===== src/adsr_pkg.sv =====
// Shared types and constants for the ADSR envelope gain unit.
package adsr_pkg;

  // Fixed field widths
  localparam int SAMPLE_W       = 16;
  localparam int GAIN_W         = 16;
  localparam int QUO_W          = 16;
  localparam int CFG_DATA_W     = 24;
  localparam int CFG_ADDR_W     = 3;
  localparam int FRAME_BITS_DEF = 24;
  localparam int FRAC_BITS      = 15;

  // Unity gain in Q1.15
  localparam logic [GAIN_W-1:0] UNITY = 16'd32768;

  // Configuration register indexes
  typedef enum logic [CFG_ADDR_W-1:0] {
    CFG_ATTACK  = 3'd0,
    CFG_DECAY   = 3'd1,
    CFG_SUSTAIN = 3'd2,
    CFG_RELEASE = 3'd3,
    CFG_NOTE    = 3'd4
  } cfg_idx_t;

  // Sequencer states
  typedef enum logic [2:0] {
    ST_IDLE,
    ST_EVAL,
    ST_MUL_ENV,
    ST_DIV_START,
    ST_DIV_WAIT,
    ST_MUL_OUT,
    ST_EMIT
  } state_t;

endpackage


===== src/adsr_envelope_gain_unit.sv =====
// ADSR envelope gain unit: frame counter, sequencer and shared multiplier.
//
// One input word per audio frame: a signed Q1.15 sample and a note_start flag
// that makes the frame frame zero of a new note. Each word returns one result
// word: the scaled sample, the Q1.15 gain used and a last flag on the final
// frame of the note (frame note+release-1). After that frame the counter holds
// and the gain is 0 until the next note_start.
// Channels are valid/ready. in_ready is high only while the sequencer is idle.
// A ramp frame (attack, decay or release) takes the envelope multiply, the
// restoring divider and the sample multiply; a sustain or finished frame takes
// only the sample multiply. One word is in flight at a time, so a new word is
// accepted only after the last one has been loaded into the output register.
// The result sits in an output register; a new input word may be accepted
// while it waits, and the block holds its next result until out_ready frees
// the register. Configuration writes (cfg_we) take effect at once and must
// only be made while the block is idle.
// Synchronous reset clears the counter to frame zero, all lengths to 0 and
// the sustain level to unity.
module adsr_envelope_gain_unit import adsr_pkg::*; #(
  parameter int FRAME_BITS = FRAME_BITS_DEF
) (
  input  logic                        clk,
  input  logic                        rst_n,
  input  logic                        in_valid,
  output logic                        in_ready,
  input  logic signed [SAMPLE_W-1:0]  in_sample_in,
  input  logic                        in_note_start,
  output logic                        out_valid,
  input  logic                        out_ready,
  output logic signed [SAMPLE_W-1:0]  out_sample_out,
  output logic [GAIN_W-1:0]           out_gain,
  output logic                        out_last,
  input  logic                        cfg_we,
  input  logic [CFG_ADDR_W-1:0]       cfg_addr,
  input  logic [CFG_DATA_W-1:0]       cfg_wdata
);

  // Stored frame lengths are limited by both the register and FRAME_BITS
  localparam int FW  = (FRAME_BITS < CFG_DATA_W) ? FRAME_BITS : CFG_DATA_W;
  localparam int MBW = ((FW > GAIN_W) ? FW : GAIN_W) + 1;
  localparam int MAW = SAMPLE_W + 1;
  localparam int PW  = MAW + MBW;
  localparam int NW  = QUO_W + FW;

  // Configuration registers
  logic [FW-1:0]     attack_r, decay_r, release_r, note_r;
  logic [GAIN_W-1:0] sustain_r;

  always_ff @(posedge clk) begin
    if (!rst_n) begin
      attack_r  <= '0;
      decay_r   <= '0;
      sustain_r <= UNITY;
      release_r <= '0;
      note_r    <= '0;
    end else if (cfg_we) begin
      case (cfg_idx_t'(cfg_addr))
        CFG_ATTACK:  attack_r  <= cfg_wdata[FW-1:0];
        CFG_DECAY:   decay_r   <= cfg_wdata[FW-1:0];
        CFG_SUSTAIN: sustain_r <= cfg_wdata[GAIN_W-1:0];
        CFG_RELEASE: release_r <= cfg_wdata[FW-1:0];
        CFG_NOTE:    note_r    <= cfg_wdata[FW-1:0];
        default: ;
      endcase
    end
  end

  // Sequencer and datapath registers
  state_t                    state_r, state_nxt;
  logic [FW:0]               cnt_r, cnt_nxt;
  logic [FW:0]               n_r, n_nxt;
  logic signed [SAMPLE_W-1:0] sample_r, sample_nxt;
  logic [GAIN_W-1:0]         gain_r, gain_nxt;
  logic                      last_r, last_nxt;
  logic                      decay_ph_r, decay_ph_nxt;
  logic [GAIN_W-1:0]         op_a_r, op_a_nxt;
  logic [FW-1:0]             op_b_r, op_b_nxt;
  logic [FW-1:0]             den_r, den_nxt;
  logic signed [PW-1:0]      prod_r, prod_nxt;
  logic                      ov_r, ov_nxt;
  logic signed [SAMPLE_W-1:0] osmp_r, osmp_nxt;
  logic [GAIN_W-1:0]         ogain_r, ogain_nxt;
  logic                      olast_r, olast_nxt;

  // Phase compares on the current frame index
  logic [FW:0]       total;
  logic [FW:0]       att_dec;
  logic [FW:0]       n_minus_a;
  logic [FW:0]       n_minus_nt;
  logic [FW:0]       rel_left;
  logic [GAIN_W-1:0] sus_sat;

  assign total      = {1'b0, note_r} + {1'b0, release_r};
  assign att_dec    = {1'b0, attack_r} + {1'b0, decay_r};
  assign n_minus_a  = n_r - {1'b0, attack_r};
  assign n_minus_nt = n_r - {1'b0, note_r};
  assign rel_left   = {1'b0, release_r} - n_minus_nt;
  assign sus_sat    = (sustain_r > UNITY) ? UNITY : sustain_r;

  // Shared multiplier: envelope numerator, then sample scaling
  logic signed [MAW-1:0] mul_a;
  logic signed [MBW-1:0] mul_b;
  logic signed [PW-1:0]  mul_p;

  always_comb begin
    if (state_r == ST_MUL_OUT) begin
      mul_a = {sample_r[SAMPLE_W-1], sample_r};
      mul_b = {{(MBW-GAIN_W){1'b0}}, gain_r};
    end else begin
      mul_a = {1'b0, op_a_r};
      mul_b = {{(MBW-FW){1'b0}}, op_b_r};
    end
  end

  assign mul_p = mul_a * mul_b;

  // Divider for the ramp quotient
  logic              div_start;
  logic              div_done;
  logic [QUO_W-1:0]  div_quo;

  adsr_div #(.FW(FW)) u_div (
    .clk   (clk),
    .rst_n (rst_n),
    .start (div_start),
    .num   (prod_r[NW-1:0]),
    .den   (den_r),
    .done  (div_done),
    .quo   (div_quo)
  );

  // Next state and datapath control
  always_comb begin
    state_nxt    = state_r;
    cnt_nxt      = cnt_r;
    n_nxt        = n_r;
    sample_nxt   = sample_r;
    gain_nxt     = gain_r;
    last_nxt     = last_r;
    decay_ph_nxt = decay_ph_r;
    op_a_nxt     = op_a_r;
    op_b_nxt     = op_b_r;
    den_nxt      = den_r;
    prod_nxt     = prod_r;
    ov_nxt       = ov_r && !out_ready;
    osmp_nxt     = osmp_r;
    ogain_nxt    = ogain_r;
    olast_nxt    = olast_r;
    in_ready     = 1'b0;
    div_start    = 1'b0;

    case (state_r)
      ST_IDLE: begin
        in_ready = 1'b1;
        if (in_valid) begin
          sample_nxt = in_sample_in;
          n_nxt      = in_note_start ? '0 : cnt_r;
          state_nxt  = ST_EVAL;
        end
      end

      ST_EVAL: begin
        decay_ph_nxt = 1'b0;
        if (n_r < total) begin
          last_nxt = (n_r == total - 1'b1);
          cnt_nxt  = n_r + 1'b1;
          if (n_r < {1'b0, attack_r}) begin
            // attack ramp: n * unity / A
            op_a_nxt  = UNITY;
            op_b_nxt  = n_r[FW-1:0];
            den_nxt   = attack_r;
            state_nxt = ST_MUL_ENV;
          end else if (n_r < att_dec) begin
            // decay ramp: unity - (unity - S) * (n - A) / D
            op_a_nxt     = UNITY - sus_sat;
            op_b_nxt     = n_minus_a[FW-1:0];
            den_nxt      = decay_r;
            decay_ph_nxt = 1'b1;
            state_nxt    = ST_MUL_ENV;
          end else if (n_r >= {1'b0, note_r}) begin
            // release ramp: S * (R - (n - note)) / R
            op_a_nxt  = sus_sat;
            op_b_nxt  = rel_left[FW-1:0];
            den_nxt   = release_r;
            state_nxt = ST_MUL_ENV;
          end else begin
            gain_nxt  = sus_sat;
            state_nxt = ST_MUL_OUT;
          end
        end else begin
          // note finished: counter holds this frame index, gain is zero
          cnt_nxt   = n_r;
          gain_nxt  = '0;
          last_nxt  = 1'b0;
          state_nxt = ST_MUL_OUT;
        end
      end

      ST_MUL_ENV: begin
        prod_nxt  = mul_p;
        state_nxt = ST_DIV_START;
      end

      ST_DIV_START: begin
        div_start = 1'b1;
        state_nxt = ST_DIV_WAIT;
      end

      ST_DIV_WAIT: begin
        if (div_done) begin
          gain_nxt  = decay_ph_r ? (UNITY - div_quo) : div_quo;
          state_nxt = ST_MUL_OUT;
        end
      end

      ST_MUL_OUT: begin
        prod_nxt  = mul_p;
        state_nxt = ST_EMIT;
      end

      ST_EMIT: begin
        // load the output register once it is free
        if (!ov_r || out_ready) begin
          ov_nxt    = 1'b1;
          osmp_nxt  = prod_r[SAMPLE_W+FRAC_BITS-1:FRAC_BITS];
          ogain_nxt = gain_r;
          olast_nxt = last_r;
          state_nxt = ST_IDLE;
        end
      end

      default: state_nxt = ST_IDLE;
    endcase
  end

  always_ff @(posedge clk) begin
    if (!rst_n) begin
      state_r <= ST_IDLE;
      cnt_r   <= '0;
      ov_r    <= 1'b0;
    end else begin
      state_r <= state_nxt;
      cnt_r   <= cnt_nxt;
      ov_r    <= ov_nxt;
    end
    n_r        <= n_nxt;
    sample_r   <= sample_nxt;
    gain_r     <= gain_nxt;
    last_r     <= last_nxt;
    decay_ph_r <= decay_ph_nxt;
    op_a_r     <= op_a_nxt;
    op_b_r     <= op_b_nxt;
    den_r      <= den_nxt;
    prod_r     <= prod_nxt;
    osmp_r     <= osmp_nxt;
    ogain_r    <= ogain_nxt;
    olast_r    <= olast_nxt;
  end

  assign out_valid      = ov_r;
  assign out_sample_out = osmp_r;
  assign out_gain       = ogain_r;
  assign out_last       = olast_r;

endmodule


===== src/adsr_div.sv =====
// Restoring divider, one quotient bit per cycle, for envelope ramps.
module adsr_div import adsr_pkg::*; #(
  parameter int FW = FRAME_BITS_DEF
) (
  input  logic                 clk,
  input  logic                 rst_n,
  input  logic                 start,
  input  logic [QUO_W+FW-1:0]  num,
  input  logic [FW-1:0]        den,
  output logic                 done,
  output logic [QUO_W-1:0]     quo
);

  localparam int CNT_W = $clog2(QUO_W + 1);

  logic             busy_r, busy_nxt;
  logic             done_r, done_nxt;
  logic [CNT_W-1:0] cnt_r, cnt_nxt;
  logic [FW-1:0]    rem_r, rem_nxt;
  logic [FW-1:0]    den_r, den_nxt;
  logic [QUO_W-1:0] qs_r, qs_nxt;
  logic [FW:0]      trial;
  logic [FW:0]      diff;

  // Trial subtract: shift next dividend bit into the remainder
  assign trial = {rem_r, qs_r[QUO_W-1]};
  assign diff  = trial - {1'b0, den_r};

  always_comb begin
    busy_nxt = busy_r;
    done_nxt = 1'b0;
    cnt_nxt  = cnt_r;
    rem_nxt  = rem_r;
    den_nxt  = den_r;
    qs_nxt   = qs_r;
    if (start) begin
      // quotient fits QUO_W bits, so the high part is below the divisor
      busy_nxt = 1'b1;
      cnt_nxt  = CNT_W'(QUO_W);
      rem_nxt  = num[QUO_W+FW-1:QUO_W];
      qs_nxt   = num[QUO_W-1:0];
      den_nxt  = den;
    end else if (busy_r) begin
      if (!diff[FW]) begin
        rem_nxt = diff[FW-1:0];
        qs_nxt  = {qs_r[QUO_W-2:0], 1'b1};
      end else begin
        rem_nxt = trial[FW-1:0];
        qs_nxt  = {qs_r[QUO_W-2:0], 1'b0};
      end
      cnt_nxt = cnt_r - 1'b1;
      if (cnt_r == CNT_W'(1)) begin
        busy_nxt = 1'b0;
        done_nxt = 1'b1;
      end
    end
  end

  always_ff @(posedge clk) begin
    if (!rst_n) begin
      busy_r <= 1'b0;
      done_r <= 1'b0;
      cnt_r  <= '0;
    end else begin
      busy_r <= busy_nxt;
      done_r <= done_nxt;
      cnt_r  <= cnt_nxt;
    end
    rem_r <= rem_nxt;
    den_r <= den_nxt;
    qs_r  <= qs_nxt;
  end

  assign done = done_r;
  assign quo  = qs_r;

endmodule


===== config.mk =====
export PLATFORM = sky130hd
export DESIGN_NAME = adsr_envelope_gain_unit
export DESIGN_NICKNAME = d
export VERILOG_FILES = /design/src/adsr_pkg.sv /design/src/adsr_envelope_gain_unit.sv /design/src/adsr_div.sv
export SDC_FILE = /design/constraint.sdc
export NUM_CORES = 2
export LEC_CHECK = 0
export BUFFER_PORTS_ARGS = -buffer_cell sky130_fd_sc_hd__buf_2
export CORE_MARGIN = 5
export CORE_UTILIZATION = 59
export DETAILED_ROUTE_END_ITERATION = 12
export HOLD_SLACK_MARGIN = 0.05
export PLACE_DENSITY = 0.82
export SLEW_MARGIN = 40
export SYNTH_ARGS = -nofsm -noshare
export SYNTH_HDL_FRONTEND = slang
export SYNTH_HIERARCHICAL = 1
export SYNTH_SLANG_ARGS = --single-unit

===== constraint.sdc =====
create_clock -name clk -period 7.9 [get_ports clk]
set_clock_uncertainty 0.1 [all_clocks]
set_input_delay 1.58 -clock clk [delete_from_list [all_inputs] [get_ports clk]]
set_output_delay 1.58 -clock clk [all_outputs]
set_load 0.02 [all_outputs]

==> run summary <==
Status: finished, final reports clean
Area grow syn2layout: 9.86%
# fillers: 5,297
Netlist Area Pre-Place: 38,800 sq um
Syn avg cell area: 9.07 sq um
Final Core Density: 65.0%
Crit Path Max Fanout: 6
Gr usage total: 32.3%
WP data arrival: 7990 ps
Placer congestion estimate: 1.02
Max Fclk: 129 MHz
CTS tree: built
Sequential cell area: 10,800 sq um
Fin crit share: 97.9%
Avg WL per Cell: 22.0 microns
Share of the synthesized area in the top cell type: 20.1%
DR WL met3: 8870 microns
Worst-margin pin slew: 869 ps
Pins Over Slew Limit: 0
Hold buffer count at CTS: 0
DRT antenna net count: 0
Commonest register cell after synthesis: edfxtp_1
WL met1: 43,200 microns
Yosys warns: 6
Syn Inst Count: 4,276
Headroom to the max-slew limit: 41.5%
Register bit total from synthesis: 408
Top sig layer: met4
Seq/Total Area, Yosys: 27.8%
Hpwl dp: 92,500 microns
Top-Level Pins: 84
DP Area: 40,700 sq um
Vias in the first global route: 31.6k
Fin. Hold Viols: 0
Vias per inst: 6.02
Inserted Clock Buffers: 47
Residual DRC count: 0
Drt first-iter violations: 3,031
Pin count of the biggest net entering global routing: 103
CTS sink cnt: 408
CP Launch Type: flip-flop
Ys async rst share: 0%
HP Class: flip-flop to flip-flop
Number of I/O port buffers: 83
Commonest non-fill, non-tap cells in the layout: nand2_1, inv_1, fa_1, nor2_1, ha_1
Met2 Routed Length: 54,400 microns
Clk_lat worst skew: 600 ps
Post-Syn Nets: 5,011
Post-synth cell types: 91
Clock Tree Buf Depth: 3
Most common cell after layout, fill and taps aside: nand2_1
Initial antenna violation count: 0
EDFF count, synth: 260
Final design instance area without fill: 42,600 sq um
CP Capture Type: flip-flop
Site Rows: 94
Reg clk slew, reported paths: 60 ps
Die Ht: 266 microns
MaxCap Viol Count: 0
CTS Root Cell: clkbuf_16
Worst Setup SP: state_r[0]
GRT overflow: 0
Hold path start: last_r
Largest cells by area after synthesis: edfxtp_1, fa_1, ha_1
Vias: 31.8k
Drt first pass iters: 6
Multi-input gate area: 25,400 sq um
Post-route minimum period: 7740 ps
First-pass GRT wire length: 179,000 microns
Share of post-route cells with drive strength above 1: 9.40%
R2R Path Start: state_r[0]
Die Wd: 266 microns
Setup Viol. Count Final: 0
Post-synth top area cell: edfxtp_1
Post-layout nets: 5,111
Crit path required time: 8150 ps
Core area: 65,500 sq um
WL final: 116,000 microns
H-tree depth: 2
Die ar.: 71,000 sq um
WS Path Type: flip-flop to flip-flop
Starting Density: 59.2%
## logic make-up (layout without fill, tap and decap cells)
group                    after synthesis  after routing  share of synthesized area [%]
AO/OA/AOI/OAI                        755            755                           12.3
XOR/XNOR                             208            208                           4.77
adder cells (fa/ha/maj)              686            686                           29.0
buffers and inverters                734            872                           7.22
flip-flops                           408            408                           27.8
multiplexers                         124            124                           3.34
other                                  0              2                              0
AND/OR/NAND/NOR                     1361           1361                           15.6
## layout make-up
type	count	area share [%]
Timing Repair Buffer	204	3.36
Multi-Input combinational cell	3134	59.7
Clock buffer	68	3.36
Sequential cell	408	25.3
Antenna cell	2	0.0117
Tap cell	864	2.54
Clock inverter	19	0.625
Inverter	581	5.14
## timing repair
action                                  CTS  global route
endpoints found under the setup margin    3             7
buffers inserted                          0             5
pin swaps                                 0             7
cloned                                    0             1
endpoints found under the hold margin     0             0
gates resized for setup                   2            36
## sequential cells by signal, indices dropped and copies added (netlist names), 3 cells and up
signal / cells
attack_r: 24
u_div/den_r: 24
out_gain: 16
decay_r: 24
out_sample_out: 16
op_b_r: 24
u_div/rem_r: 24
note_r: 24
sample_r: 16
cnt_r: 25
den_r: 24
prod_r: 40
u_div/cnt_r: 5
release_r: 24
sustain_r: 16
u_div/quo: 16
op_a_r: 16
gain_r: 16
n_r: 25
state_r: 3
## metal layers
metal	global-route usage [%]	vias to the layer above
li1	-	14485
met1	40.0	15306
met2	53.4	1557
met3	4.22	461
met4	21.4	0
met5	0	-
## worst paths after layout
path	end	cells past startpoint	slack, ps
worst min-delay path	out_last	0	320
worst min register to register	out_last	0	320
worst max-delay path	prod_r[36]	26	160
worst max register to register	prod_r[36]	26	160
## critical path, stage by stage, from the launching register on
cell	delay (ps)
dfxtp_1	340
nor2b_4	230
nand2_8	120
buf_4	200
mux2i_2	300
buf_4	220
nor2_1	80
fa_1	540
inv_1	60
fa_2	420
fa_1	510
inv_1	60
fa_1	500
fa_1	500
inv_1	50
fa_1	590
inv_1	70
ha_1	350
nand4_1	180
or2_2	370
o21ai_1	320
a211oi_2	160
o311ai_0	580
a311oi_1	220
buf_4	180
xnor2_1	110
buf_4	130
## Yosys cell counts, types with 20 or more instances
library cell and n:
nand2_1 623, inv_1 580, fa_1 356, nor2_1 347, ha_1 330, a21oi_1 261
edfxtp_1 260, o21ai_0 169, dfxtp_1 148, clkbuf_1 136, xnor2_1 127, mux2i_1 81
xor2_1 78, and3_1 72, a21o_1 70, nor2b_1 59, nor3_1 57, nand3_1 45
a211oi_1 44, mux2_2 43, nand2b_1 42, o21a_1 29, and2_1 22, nand4_1 21
o211ai_1 20
## per-stage QoR
stage | hold slack, ps | worst slack (ps) | instances | setup TNS, ps
5_1_grt | 323 | -79.7 | 5278 | -145
2_1_floorplan | 300 | 35.0 | 4276 | 0
3_5_place_dp | 305 | -90.5 | 5185 | -149
3_3_place_gp | 302 | 46.1 | 5185 | 0
4_1_cts | 319 | -10.9 | 5272 | -10.9
6_report | 318 | 162 | 5280 | 0
Power is not shown: default switching activity piles up to over one toggle a cycle in this logic, so the estimate is an artifact.
